==> config.mk <==
export PLATFORM = sky130hd
export DESIGN_NAME = stable_descending_sort_top_k_core
export DESIGN_NICKNAME = d
export VERILOG_FILES = /design/src/design/sdstk_pkg.sv /design/src/design/sdstk_cfg.sv /design/src/design/sdstk_store.sv /design/src/design/stable_descending_sort_top_k_core.sv
export SDC_FILE = /design/constraint.sdc
export NUM_CORES = 1
export LEC_CHECK = 0
export BUFFER_PORTS_ARGS = -buffer_cell sky130_fd_sc_hd__buf_4
export CORE_MARGIN = 2
export CORE_UTILIZATION = 35
export DETAILED_ROUTE_END_ITERATION = 10
export GPL_ROUTABILITY_DRIVEN = 1
export SLEW_MARGIN = 0
export SYNTH_ARGS = -nofsm -noshare
export SYNTH_HDL_FRONTEND = slang
export SYNTH_SLANG_ARGS = --single-unit
==> constraint.sdc <==
create_clock -name i_clk -period 5 [get_ports i_clk]
set_input_delay 0.25 -clock i_clk [delete_from_list [all_inputs] [get_ports i_clk]]
set_output_delay 0.25 -clock i_clk [all_outputs]
set_load 0.01 [all_outputs]
==> src/design/sdstk_pkg.sv <==
// Package for the stable descending top-k sorter: word types, field widths
// and register constants shared by the configuration block and the top level.
// Depends on nothing.
package sdstk_pkg;

    localparam int KEY_W      = 16;
    localparam int TAG_W      = 8;
    localparam int KEEP_W     = 6;
    localparam int KEEP_MAX   = 32;
    localparam int KEEP_RESET = 8;

    // Register index of keep_count in the configuration space.
    localparam int REG_KEEP_COUNT = 0;

    typedef struct packed {
        logic [KEY_W-1:0] fitness_key;
        logic [TAG_W-1:0] record_tag;
        logic             batch_end;
    } t_in_word;

    typedef struct packed {
        logic [KEY_W-1:0] ranked_key;
        logic [TAG_W-1:0] ranked_tag;
        logic             rank_last;
        logic             overflowed;
    } t_out_word;

    // One stored record.
    typedef struct packed {
        logic [KEY_W-1:0] key;
        logic [TAG_W-1:0] tag;
    } t_entry;

endpackage

==> src/design/sdstk_cfg.sv <==
// APB-style configuration register for the top-k sorter (keep_count).
// Depends on sdstk_pkg.
module sdstk_cfg (
    input  logic                        i_clk,
    input  logic                        i_rst_n,
    input  logic                        psel,
    input  logic                        penable,
    input  logic                        pwrite,
    input  logic [2:0]                  paddr,
    input  logic [31:0]                 pwdata,
    output logic [31:0]                 prdata,
    output logic                        pready,
    output logic [sdstk_pkg::KEEP_W-1:0] o_keep_eff
);

    logic [sdstk_pkg::KEEP_W-1:0] r_keep;
    logic                         sel_keep;

    // Registers are word aligned, so the low address bits select byte lanes only.
    assign sel_keep = (paddr[2] == 1'(sdstk_pkg::REG_KEEP_COUNT));
    assign pready   = 1'b1;

    always_ff @(posedge i_clk) begin
        if (!i_rst_n) begin
            r_keep <= sdstk_pkg::KEEP_W'(sdstk_pkg::KEEP_RESET);
        end else if (psel && penable && pwrite && sel_keep) begin
            r_keep <= pwdata[sdstk_pkg::KEEP_W-1:0];
        end
    end

    assign prdata = sel_keep ? {{(32 - sdstk_pkg::KEEP_W){1'b0}}, r_keep} : 32'd0;

    // Zero counts as one and anything above the result limit saturates.
    always_comb begin
        if (r_keep == '0) begin
            o_keep_eff = sdstk_pkg::KEEP_W'(1);
        end else if (r_keep > sdstk_pkg::KEEP_W'(sdstk_pkg::KEEP_MAX)) begin
            o_keep_eff = sdstk_pkg::KEEP_W'(sdstk_pkg::KEEP_MAX);
        end else begin
            o_keep_eff = r_keep;
        end
    end

endmodule

==> src/design/sdstk_store.sv <==
// Record store of the top-k sorter: one write port, one read port with
// registered read data. Depends on sdstk_pkg.
module sdstk_store #(
    parameter  int DEPTH = 32,
    localparam int AW    = $clog2(DEPTH)
) (
    input  logic                  i_clk,
    input  logic                  i_we,
    input  logic [AW-1:0]         i_waddr,
    input  sdstk_pkg::t_entry     i_wdata,
    input  logic [AW-1:0]         i_raddr,
    output sdstk_pkg::t_entry     o_rdata
);

    sdstk_pkg::t_entry r_mem [DEPTH];
    sdstk_pkg::t_entry r_rdata;

    always_ff @(posedge i_clk) begin
        if (i_we) begin
            r_mem[i_waddr] <= i_wdata;
        end
    end

    always_ff @(posedge i_clk) begin
        r_rdata <= r_mem[i_raddr];
    end

    assign o_rdata = r_rdata;

endmodule

==> src/design/stable_descending_sort_top_k_core.sv <==
// Stable descending top-k sorter. Records (16-bit key, 8-bit tag) are taken one
// word per cycle into a record store of MAX_RECORDS entries with one read port and
// one write port; the word with batch_end set is itself a record and closes the
// batch. Records that arrive with the store full are dropped and every result of
// that batch carries overflowed. After the closing word the block stalls its input
// and runs a bubble sort in place over the n stored records: each pass carries one
// record along the store with one read and one write per compare, so the sort
// needs no more than one store read and one store write per cycle. Records
// move only when the later key is strictly greater, so equal keys keep their
// arrival order. The top min(keep_count, n) records are then read out largest
// first at one result word per cycle while the output is not stalled, the final
// one marked with rank_last. keep_count of zero acts as one and values above
// 32 act as 32. The input reopens as soon as the last result is in the output
// register, which drains independently. The store needs no clearing after
// reset, since only entries written in the current batch are read.
module stable_descending_sort_top_k_core #(
    parameter int MAX_RECORDS = 32
) (
    input  logic                   i_clk,
    input  logic                   i_rst_n,
    // Record input channel.
    input  logic                   i_in_valid,
    input  sdstk_pkg::t_in_word    i_in_word,
    output logic                   o_in_stall,
    // Ranked result channel.
    output logic                   o_out_valid,
    output sdstk_pkg::t_out_word   o_out_word,
    input  logic                   i_out_stall,
    // Configuration port.
    input  logic                   psel,
    input  logic                   penable,
    input  logic                   pwrite,
    input  logic [2:0]             paddr,
    input  logic [31:0]            pwdata,
    output logic [31:0]            prdata,
    output logic                   pready
);

    localparam int AW   = $clog2(MAX_RECORDS);
    localparam int CW   = $clog2(MAX_RECORDS + 1);
    localparam int CMPW = (CW > sdstk_pkg::KEEP_W) ? CW : sdstk_pkg::KEEP_W;

    // The sequencer: loading, the four steps of one bubble pass, and readout.
    typedef enum logic [5:0] {
        ST_LOAD  = 6'b000001,
        ST_HEAD  = 6'b000010,
        ST_FIRST = 6'b000100,
        ST_STEP  = 6'b001000,
        ST_TAIL  = 6'b010000,
        ST_EMIT  = 6'b100000
    } t_state;

    t_state                  r_state, n_state;
    logic [CW-1:0]           r_count, n_count;    // records stored this batch
    logic                    r_ovf, n_ovf;        // a record was dropped
    logic [CW-1:0]           r_lim, n_lim;        // compares in the current pass
    logic [AW-1:0]           r_pos, n_pos;        // write position in the pass
    sdstk_pkg::t_entry       r_carry, n_carry;    // record being carried along
    logic [CW-1:0]           r_emit, n_emit;      // results due this batch
    logic [CW-1:0]           r_idx, n_idx;        // next rank to read
    logic                    r_rd_valid, n_rd_valid;
    logic                    r_rd_last, n_rd_last;
    logic [AW-1:0]           r_raddr, n_raddr;
    logic                    r_out_valid, n_out_valid;
    sdstk_pkg::t_out_word    r_out_word, n_out_word;

    logic [sdstk_pkg::KEEP_W-1:0] keep_eff;
    logic                    mem_we;
    logic [AW-1:0]           mem_waddr;
    sdstk_pkg::t_entry       mem_wdata;
    logic [AW-1:0]           mem_raddr;
    sdstk_pkg::t_entry       mem_rdata;

    logic                    in_take;
    logic                    out_take;
    logic                    load_out;
    logic                    issue;
    logic [CW-1:0]           cnt_new;
    logic [CMPW-1:0]         keep_ext;
    logic [CMPW-1:0]         cnt_ext;

    sdstk_cfg u_cfg (
        .i_clk      (i_clk),
        .i_rst_n    (i_rst_n),
        .psel       (psel),
        .penable    (penable),
        .pwrite     (pwrite),
        .paddr      (paddr),
        .pwdata     (pwdata),
        .prdata     (prdata),
        .pready     (pready),
        .o_keep_eff (keep_eff)
    );

    sdstk_store #(
        .DEPTH (MAX_RECORDS)
    ) u_store (
        .i_clk   (i_clk),
        .i_we    (mem_we),
        .i_waddr (mem_waddr),
        .i_wdata (mem_wdata),
        .i_raddr (mem_raddr),
        .o_rdata (mem_rdata)
    );

    assign o_in_stall  = (r_state != ST_LOAD);
    assign o_out_valid = r_out_valid;
    assign o_out_word  = r_out_word;

    assign in_take  = i_in_valid && (r_state == ST_LOAD);
    assign out_take = r_out_valid && !i_out_stall;
    // The memory read register doubles as a skid stage in front of the output.
    assign load_out = r_rd_valid && (!r_out_valid || out_take);

    always_comb begin
        n_state     = r_state;
        n_count     = r_count;
        n_ovf       = r_ovf;
        n_lim       = r_lim;
        n_pos       = r_pos;
        n_carry     = r_carry;
        n_emit      = r_emit;
        n_idx       = r_idx;
        n_rd_last   = r_rd_last;
        n_raddr     = r_raddr;
        n_out_valid = r_out_valid;
        n_out_word  = r_out_word;
        mem_we      = 1'b0;
        mem_waddr   = r_pos;
        mem_wdata   = r_carry;
        mem_raddr   = r_raddr;
        issue       = 1'b0;
        cnt_new     = r_count;
        keep_ext    = CMPW'(keep_eff);
        cnt_ext     = '0;

        if (out_take) begin
            n_out_valid = 1'b0;
        end
        if (load_out) begin
            n_out_valid            = 1'b1;
            n_out_word.ranked_key  = mem_rdata.key;
            n_out_word.ranked_tag  = mem_rdata.tag;
            n_out_word.rank_last   = r_rd_last;
            n_out_word.overflowed  = r_ovf;
        end

        unique case (r_state)
            ST_LOAD: begin
                if (in_take) begin
                    if (r_count != CW'(MAX_RECORDS)) begin
                        mem_we        = 1'b1;
                        mem_waddr     = r_count[AW-1:0];
                        mem_wdata.key = i_in_word.fitness_key;
                        mem_wdata.tag = i_in_word.record_tag;
                        cnt_new       = r_count + CW'(1);
                    end else begin
                        n_ovf = 1'b1;
                    end
                    n_count = cnt_new;
                    if (i_in_word.batch_end) begin
                        cnt_ext = CMPW'(cnt_new);
                        n_emit  = (keep_ext < cnt_ext) ? CW'(keep_ext) : cnt_new;
                        n_idx   = '0;
                        if (cnt_new < CW'(2)) begin
                            n_state = ST_EMIT;
                        end else begin
                            n_lim   = cnt_new - CW'(1);
                            n_state = ST_HEAD;
                        end
                    end
                end
            end
            ST_HEAD: begin
                mem_raddr = '0;
                n_raddr   = '0;
                n_pos     = '0;
                n_state   = ST_FIRST;
            end
            ST_FIRST: begin
                n_carry   = mem_rdata;
                mem_raddr = AW'(1);
                n_raddr   = AW'(1);
                n_state   = ST_STEP;
            end
            ST_STEP: begin
                // The later record wins the position only on a strictly greater key.
                mem_we    = 1'b1;
                mem_waddr = r_pos;
                if (mem_rdata.key > r_carry.key) begin
                    mem_wdata = mem_rdata;
                end else begin
                    mem_wdata = r_carry;
                    n_carry   = mem_rdata;
                end
                if ((CW'(r_pos) + CW'(1)) == r_lim) begin
                    n_state = ST_TAIL;
                end else begin
                    n_pos     = r_pos + AW'(1);
                    mem_raddr = r_pos + AW'(2);
                    n_raddr   = r_pos + AW'(2);
                end
            end
            ST_TAIL: begin
                // The carried record is the smallest of this pass and settles here.
                mem_we    = 1'b1;
                mem_waddr = r_lim[AW-1:0];
                mem_wdata = r_carry;
                n_lim     = r_lim - CW'(1);
                n_state   = (r_lim == CW'(1)) ? ST_EMIT : ST_HEAD;
            end
            ST_EMIT: begin
                issue = (r_idx < r_emit) && (!r_rd_valid || load_out);
                if (issue) begin
                    mem_raddr = r_idx[AW-1:0];
                    n_raddr   = r_idx[AW-1:0];
                    n_idx     = r_idx + CW'(1);
                    n_rd_last = ((r_idx + CW'(1)) == r_emit);
                end
                if (load_out && r_rd_last) begin
                    n_count = '0;
                    n_ovf   = 1'b0;
                    n_state = ST_LOAD;
                end
            end
            default: begin
                n_state = ST_LOAD;
            end
        endcase

        if (issue) begin
            n_rd_valid = 1'b1;
        end else if (load_out) begin
            n_rd_valid = 1'b0;
        end else begin
            n_rd_valid = r_rd_valid;
        end
    end

    always_ff @(posedge i_clk) begin
        if (!i_rst_n) begin
            r_state     <= ST_LOAD;
            r_count     <= '0;
            r_ovf       <= 1'b0;
            r_rd_valid  <= 1'b0;
            r_out_valid <= 1'b0;
        end else begin
            r_state     <= n_state;
            r_count     <= n_count;
            r_ovf       <= n_ovf;
            r_rd_valid  <= n_rd_valid;
            r_out_valid <= n_out_valid;
        end
    end

    always_ff @(posedge i_clk) begin
        r_lim      <= n_lim;
        r_pos      <= n_pos;
        r_carry    <= n_carry;
        r_emit     <= n_emit;
        r_idx      <= n_idx;
        r_rd_last  <= n_rd_last;
        r_raddr    <= n_raddr;
        r_out_word <= n_out_word;
    end

`ifndef SYNTHESIS
    // The fill count never runs past the store.
    a_count_bound: assert property (@(posedge i_clk) disable iff (!i_rst_n)
        r_count <= CW'(MAX_RECORDS))
        else $error("record count exceeds store depth");

    // A pending read result exists only while results are being read out.
    a_rd_in_emit: assert property (@(posedge i_clk) disable iff (!i_rst_n)
        r_rd_valid |-> (r_state == ST_EMIT))
        else $error("pending readout outside emit phase");

    // Every pass of the sort has at least one compare left.
    a_pass_nonzero: assert property (@(posedge i_clk) disable iff (!i_rst_n)
        ((r_state == ST_HEAD) || (r_state == ST_FIRST) || (r_state == ST_STEP)
            || (r_state == ST_TAIL)) |-> (r_lim != '0))
        else $error("sort pass with no compares");

    // Readout never schedules more ranks than the batch is due.
    a_emit_bound: assert property (@(posedge i_clk) disable iff (!i_rst_n)
        (r_state == ST_EMIT) |-> (r_idx <= r_emit))
        else $error("readout index past emit count");
`endif

endmodule

==> out/qor.csv, run 1 <==
stage,metric,value,unit
setup_path,cp-start-kind,register,
setup_path,r2r-start,r_pos[2],
floorplan,die_w,325,µm
place,dp_slack,755,ps
yosys,synth_top_family_by_area,simple AND/OR/NAND/NOR gates,
setup_path,crit_arrival,4760,ps
setup_path,crit_path_max_fanout,90,
drt,routed_via_density,5.16,
drt,drc,0,
layout,final_area,0.0417,mm²
timing,final_max_slew_viol_count,0,
setup_path,crit_required,5510,ps
power_and_ir_drop,intPower,14.8,mW
yosys,synthAdderAreaFrac,1.21,%
yosys,synthSimpleGateAreaFrac,13.5,%
yosys,synthTopCellsByArea,"edfxtp_1 (70%), nand2_1 (5.7%), nand3_1 (3.1%)",
power_and_ir_drop,p_leak,14.1,nW
grt,grt_pass1_wl,132,mm
layout,fin_cells,4188,
power_and_ir_drop,total_power,21.7,mW
place,port_buffers,72,
setup_path,critPathCaptureType,register,
clock_network,clk_pin_slew,60,ps
yosys,synth_top_area_share,69.9,%
grt,grt_pass1_vias,20587,
clock_network,cts_setup_buffers,0,
yosys,yosysTopAreaCell,edfxtp_1,
yosys,synthArstFlopShare,0,%
layout,fillers,9412,
grt,grt-ovfl-total,0,
clock_network,cts_buffer_depth,3,
yosys,synth.avg_cell_area,13.8,µm²
timing,skew,18.4,ps
timing,tightest_slew,1050,ps
power_and_ir_drop,comb_power_share,25.7,%
timing,rsz0062_at_grt,false,
timing,post-route-period-util,85.0,%
hold_path,hold_class,primary input to register,
power_and_ir_drop,seqPwrFrac,44.5,%
drt,wl,87.9,mm
drt,ant_nets,0,
hold_path,whs_path_depth,5,
hold_path,min_to,r_state[3],
clock_network,clock-root-buffer,clkbuf_16,
timing,slew_headroom,29.7,%
timing,tns,0,ps
place,post_dp_cell_area,0.0388,mm²
drt,drtIter0Drc,2128,
timing,finalCriticalPeriod,4250,ps
yosys,yosys-mux-area-fraction,3.41,%
yosys,ys_seq_area_share,72.7,%
clock_network,cts-buffers-inserted,86,
yosys,synth_compound_gate_area_share,5.78,%
drt,dr.pass1.iters,5,
floorplan,initial_utilization,35.4,%
floorplan,die_height,325,µm
clock_network,cts_tree,built,
timing,finalSetupViolations,0,
power_and_ir_drop,clockPowerShare,29.9,%
setup_path,crit_type,register to register,
power_and_ir_drop,ir_drop,359,µV
drt,vias,21610,
grt,track_usage,16.3,%
setup_path,reg2reg_setup_slack,750,ps
floorplan,rows,117,
floorplan,die_area,0.106,mm²
timing,fmax,0.235,GHz
floorplan,core-area,0.102,mm²
grt,antenna_found_initial,2,
yosys,synth_enable_flop_cells,842,
layout,layout-drive-gt1-share,16.1,%
yosys,ys.flop_type,edfxtp_1,
timing,layout_setup_ws,751,ps
setup_path,ff2ff_path_depth,13,
floorplan,ios,128,
power_and_ir_drop,switching_share,31.9,%
place,place_hpwl,50.3,mm
yosys,ys_ff_latch,892,
yosys,syn_area,0.0362,mm²
hold_path,min_from,i_in_word[0],
yosys,yosys_warnings,0,
clock_network,clock-sinks,892,
layout,nets,2849,
grt,grt_max_degree,152,
clock_network,cts_max_level,3,
setup_path,r2r-end,u_store.o_rdata[4],
job,cap_violations,0,
timing,holdWs,69.7,ps
drt,wire_per_inst,21.0,µm
clock_network,worstSkewPairLatency,640,ps
layout,final_util,40.9,%
run_status,status,"complete, no violations",
place,gp_congestion,0.807,
yosys,yosys.area_share.xor_xnor,0.775,%
layout,area_growth_syn_to_layout,15.4,%
timing,report.final.hold_viol_count,0,
yosys,postSynthCellCount,2612,
power_and_ir_drop,p_switching,6.93,mW
yosys,synth_cell_type_count,69,
power_and_ir_drop,p_per_area,521,mW/mm²
place,dpl.cell_count,4013,
synth_stat cells (50+ instances only):
cell,count
nand4_1,50
nor2_1,70
nand3_1,227
mux2_2,81
nand2_1,551
edfxtp_1,842
clkbuf_1,70
buf_2,52
dfxtp_1,50
and2_1,54
a22oi_1,55
a21oi_1,77
power by group through the flow:
| stage | registers (mW) | clock network (mW) | logic (mW) |
|---|---|---|---|
| 3_3_place_gp | 9.82 | 0 | 5.58 |
| 3_5_place_dp | 9.83 | 0 | 5.62 |
| 2_1_floorplan | 9.69 | 0 | 3.53 |
| 5_1_grt | 9.71 | 6.90 | 6.09 |
| 4_1_cts | 9.67 | 6.61 | 5.65 |
| 6_report | 9.67 | 6.50 | 5.58 |
cells in the final DEF, fill, tap and decap left out, types with 11 or more instances in the layout:
master / synthesis / final
nor2b_1: 26 / 26
dfxtp_1: 50 / 50
inv_1: 37 / 37
mux2_2: 81 / 81
edfxtp_1: 842 / 842
a22oi_1: 55 / 55
nor2_1: 70 / 29
a211oi_1: 37 / 37
clkbuf_1: 70 / 22
o21ai_0: 16 / 15
buf_12: 0 / 16
nand2b_1: 11 / 11
buf_4: 31 / 151
conb_1: 2 / 27
nand3_1: 227 / 227
nand4_1: 50 / 50
nor2_2: 1 / 42
a21oi_1: 77 / 76
nor3_1: 21 / 21
and2_1: 54 / 54
xnor2_1: 18 / 18
xor2_1: 14 / 14
a221o_1: 25 / 25
clkbuf_16: 0 / 86
dlygate4sd3_1: 0 / 14
mux2_1: 14 / 14
ha_1: 35 / 35
mux2i_1: 14 / 14
a311oi_1: 24 / 24
nand2_1: 551 / 551
clkinv_1: 0 / 20
cells by family (layout without fill, tap and decap cells):
logic type	Yosys count	count (layout)
other	2	29
flip-flops	892	892
AND/OR/NAND/NOR	1061	1061
XOR/XNOR	32	32
buffers and inverters	200	381
AO/OA/AOI/OAI	280	280
multiplexers	110	110
adder cells (fa/ha/maj)	35	35
worst max-delay path by stage:
| stage | end | start | cells after the start | slack, ps |
|---|---|---|---|---|
| after floorplan | r_carry[0] | r_carry[9] | 11 | 1110 |
| after global routing | u_store.o_rdata[0] | r_pos[2] | 12 | 550 |
| after CTS | u_store.o_rdata[21] | r_idx[3] | 12 | 740 |
| final | u_store.o_rdata[4] | r_pos[2] | 13 | 750 |
| after detailed placement | u_store.o_rdata[0] | r_pos[2] | 12 | 750 |
| after global placement | u_store.o_rdata[17] | r_idx[3] | 12 | 760 |
sequential cells by signal (all words and copies together) (netlist names):
name	flops
u_store.r_mem	768
r_idx	6
r_carry	24
u_cfg.r_keep	6
r_count	6
r_rd_valid	1
r_emit	6
u_store.o_rdata	24
r_state	6
r_ovf	1
o_out_word	26
o_out_valid	1
r_rd_last	1
r_pos	5
r_raddr	5
r_lim	6
routing by layer:
layer / up-vias / GRT usage, % / routed length [µm]
li1: 9943 / - / -
met1: 10832 / 23.1 / 39100
met2: 693 / 26.1 / 41500
met3: 142 / 2.43 / 5130
met4: 0 / 4.23 / 2140
met5: - / 0 / 0
layout make-up:
class	count	area [µm²]	area share [%]
antenna	2	5.00	0.0120
clock buffer	110	2260	5.42
clock inverter	49	541	1.29
inverter	41	166	0.399
multi-input combinational	1545	9180	22.0
sequential	892	26300	63.0
tap	1368	1710	4.10
timing repair buffer	181	1590	3.82
timing repair:
action                    CTS  global route
hold buffers               14             0
hold endpoints to repair   21             0
gates resized for setup     0             0
critical path: stages (launching register included):
cell	delay [ps]
edfxtp_1	520
ha_1	290
or3b_1	360
o211ai_1	110
and4_1	310
a32o_2	360
a21boi_4	130
inv_8	400
buf_4	330
mux2_2	350
a22oi_1	160
nand2_1	90
a211oi_1	490
nor3_1	90
(Power assumes the default switching activity.)
==> inputs of run 2 (changes only) <==
Clock period 5 ns to 3.5 ns, I/O delays scaled along.
==> out/qor.csv, run 2 (same netlist as run 1, synthesis figures left out) <==
stage,metric,value,unit,change
place,post_dp_cell_area,0.0409,mm²,was 0.0388 mm²
run_status,violations,setup timing,,
drt,ant_nets,0,,unchanged
setup_path,ff2ff_path_depth,18,,was 13
power_and_ir_drop,total_power,34.8,mW,was 21.7 mW
floorplan,core-area,0.102,mm²,unchanged
timing,post-route-period-util,103,%,was 85.0%
job,cap_violations,0,,unchanged
drt,wl,97.5,mm,was 87.9 mm
layout,nets,3062,,was 2849
power_and_ir_drop,comb_power_share,33.3,%,was 25.7%
grt,antenna_found_initial,0,,was 2
setup_path,crit_required,4040,ps,was 5510 ps
place,dpl.cell_count,4159,,was 4013
grt,grt_max_degree,51,,was 152
timing,finalCriticalPeriod,3610,ps,was 4250 ps
timing,tightest_slew,614,ps,was 1050 ps
floorplan,die_area,0.106,mm²,unchanged
grt,grt_pass1_wl,139,mm,was 132 mm
floorplan,initial_utilization,35.4,%,unchanged
clock_network,clock-root-buffer,clkbuf_16,,unchanged
setup_path,critPathMostFrequentCell,buf_12,,
power_and_ir_drop,switching_share,32.3,%,was 31.9%
clock_network,worstSkewPairLatency,660,ps,was 640 ps
grt,grt_pass1_vias,21791,,was 20587
floorplan,die_height,325,µm,unchanged
layout,largest_register,u_store.r_mem,,unchanged
drt,wire_per_inst,22.2,µm,was 21.0 µm
setup_path,cpPeakStageDelay,530,ps,was 520 ps
floorplan,rows,117,,unchanged
grt,grt-ovfl-total,0,,unchanged
layout,final_cell_mix,"edfxtp_1 (842), nand2_1 (533), buf_4 (220)",,"was edfxtp_1 (842), nand2_1 (551), nand3_1 (227)"
timing,final_max_slew_viol_count,0,,unchanged
layout,diodes,0,,was 2
hold_path,min_from,i_in_word[0],,unchanged
clock_network,cts_buffer_depth,3,,unchanged
drt,routed_via_density,5.15,,was 5.16
drt,drc,0,,unchanged
power_and_ir_drop,intPower,23.6,mW,was 14.8 mW
power_and_ir_drop,ir_drop,399,µV,was 359 µV
timing,skew,43.2,ps,was 18.4 ps
hold_path,whs_path_depth,5,,unchanged
layout,final_util,44.8,%,was 40.9%
setup_path,crit_type,register to register,,unchanged
setup_path,cp-start-kind,register,,unchanged
timing,holdWs,35.7,ps,was 69.7 ps
hold_path,hold_class,primary input to register,,unchanged
timing,rsz0062_at_grt,true,,was false
layout,final_area,0.0458,mm²,was 0.0417 mm²
layout,largest_register_ffs,768,,unchanged
power_and_ir_drop,clockPowerShare,27.1,%,was 29.9%
timing,fmax,0.277,GHz,was 0.235 GHz
setup_path,crit_arrival,4140,ps,was 4760 ps
clock_network,cts-buffers-inserted,88,,was 86
place,gp_congestion,0.849,,was 0.807
layout,area_growth_syn_to_layout,26.6,%,was 15.4%
power_and_ir_drop,seqPwrFrac,39.6,%,was 44.5%
layout,layout-drive-gt1-share,25.9,%,was 16.1%
power_and_ir_drop,p_leak,15.9,nW,was 14.1 nW
setup_path,critPathCaptureType,register,,unchanged
setup_path,r2r-end,u_store.o_rdata[2],,was u_store.o_rdata[4]
setup_path,crit_path_max_fanout,6,,was 90
timing,slew_headroom,59.1,%,was 29.7%
drt,drtIter0Drc,1993,,was 2128
run_status,status,"complete, but fails checks",,"was complete, no violations"
floorplan,ios,128,,unchanged
timing,finalSetupViolations,22,,was 0
clock_network,clk_pin_slew,60,ps,about the same
timing,report.final.hold_viol_count,0,,unchanged
floorplan,die_w,325,µm,unchanged
setup_path,crit_path_top_delay_cell,or4_4,,was edfxtp_1
power_and_ir_drop,p_switching,11.3,mW,was 6.93 mW
layout,final_common_cell,edfxtp_1,,unchanged
clock_network,clock-sinks,892,,unchanged
hold_path,min_to,r_state[3],,unchanged
power_and_ir_drop,p_per_area,761,mW/mm²,was 521 mW/mm²
timing,layout_setup_ws,-106,ps,was 751 ps
setup_path,r2r-start,r_idx[5],,was r_pos[2]
grt,track_usage,17.2,%,was 16.3%
clock_network,cts_max_level,3,,unchanged
layout,fin_cells,4399,,was 4188
drt,vias,22671,,was 21610
drt,dr.pass1.iters,7,,was 5
place,port_buffers,72,,unchanged
setup_path,reg2reg_setup_slack,-110,ps,was 750 ps
clock_network,cts_tree,built,,unchanged
setup_path,crit_path_cell_trace,"ha_4, a21oi_2, nand2_1, or4_4, a32o_2, buf_12, a221o_1, buf_12, and2_4, nor2_4, buf_12, buf_12, buf_8, buf_6, buf_6, a311oi_2, a211oi_2, nor3_1",,"was ha_1, or3b_1, o211ai_1, and4_1, a32o_2, a21boi_4, inv_8, buf_4, mux2_2, a22oi_1, nand2_1, a211oi_1, nor3_1"
place,place_hpwl,56.5,mm,was 50.3 mm
run 2: cell type report:
type | instances | area (µm²)
Clock buffer | 113 | 2400
Sequential cell | 892 | 26300
Timing Repair Buffer | 390 | 4830
Tap cell | 1368 | 1710
Inverter | 41 | 174
Timing Repair inverter | 2 | 17.5
Multi-Input combinational cell | 1545 | 9880
Fill cell | 9052 | 56400
Clock inverter | 48 | 469
run 2: worst max-delay path by stage:
stage,from,to,slack [ps],depth (start not counted)
6_report,r_idx[5],u_store.o_rdata[2],-110,18
5_1_grt,r_emit[3],u_store.o_rdata[23],-230,18
4_1_cts,r_emit[3],u_store.o_rdata[22],-80,16
3_5_place_dp,r_pos[1],u_store.o_rdata[9],-530,14
3_3_place_gp,r_pos[1],u_store.o_rdata[9],-520,14
2_1_floorplan,r_state[5],u_store.r_mem[12][0],-310,8
run 2: worst max-delay path: cells and delay by family (launching register included):
family / cells / cell delay [ps]
adder cells (fa/ha/maj): 1 / 280
flip-flops: 1 / 440
AND/OR/NAND/NOR: 5 / 950
buffers and inverters: 7 / 880
AO/OA/AOI/OAI: 5 / 980
run 2: timing repair:
| action | 4_1_cts | 5_1_grt |
|---|---|---|
| pin swaps | 15 | 79 |
| endpoints found under the hold margin | 21 | 0 |
| buffers inserted | 27 | 33 |
| cloned | 5 | 15 |
| hold buffers | 14 | 0 |
| setup endpoints to repair | 30 | 792 |
| resized for setup | 69 | 122 |
run 2: metal layers:
layer	track usage, %	routed length, µm	up-vias
met3	2.53	5610	112
met5	0	0	-
met2	29.2	47500	706
li1	-	-	10349
met4	4.05	1860	0
met1	23.2	42500	11504
run 2: power groups by stage:
stage	Combinational [mW]	Clock, mW	Sequential, mW
detailed placement	9.67	0	14.0
floorplan	5.06	0	13.8
global placement	9.60	0	14.0
CTS	10.4	9.56	13.8
finish	11.6	9.42	13.8
global route	12.4	10.0	13.9
run 2: through the flow:
step | setup WS [ps] | TNS [ps]
3_5_place_dp | -532 | -3830
2_1_floorplan | -309 | -29630
6_report | -106 | -1130
4_1_cts | -81.3 | -713
5_1_grt | -235 | -3500
3_3_place_gp | -521 | -3450
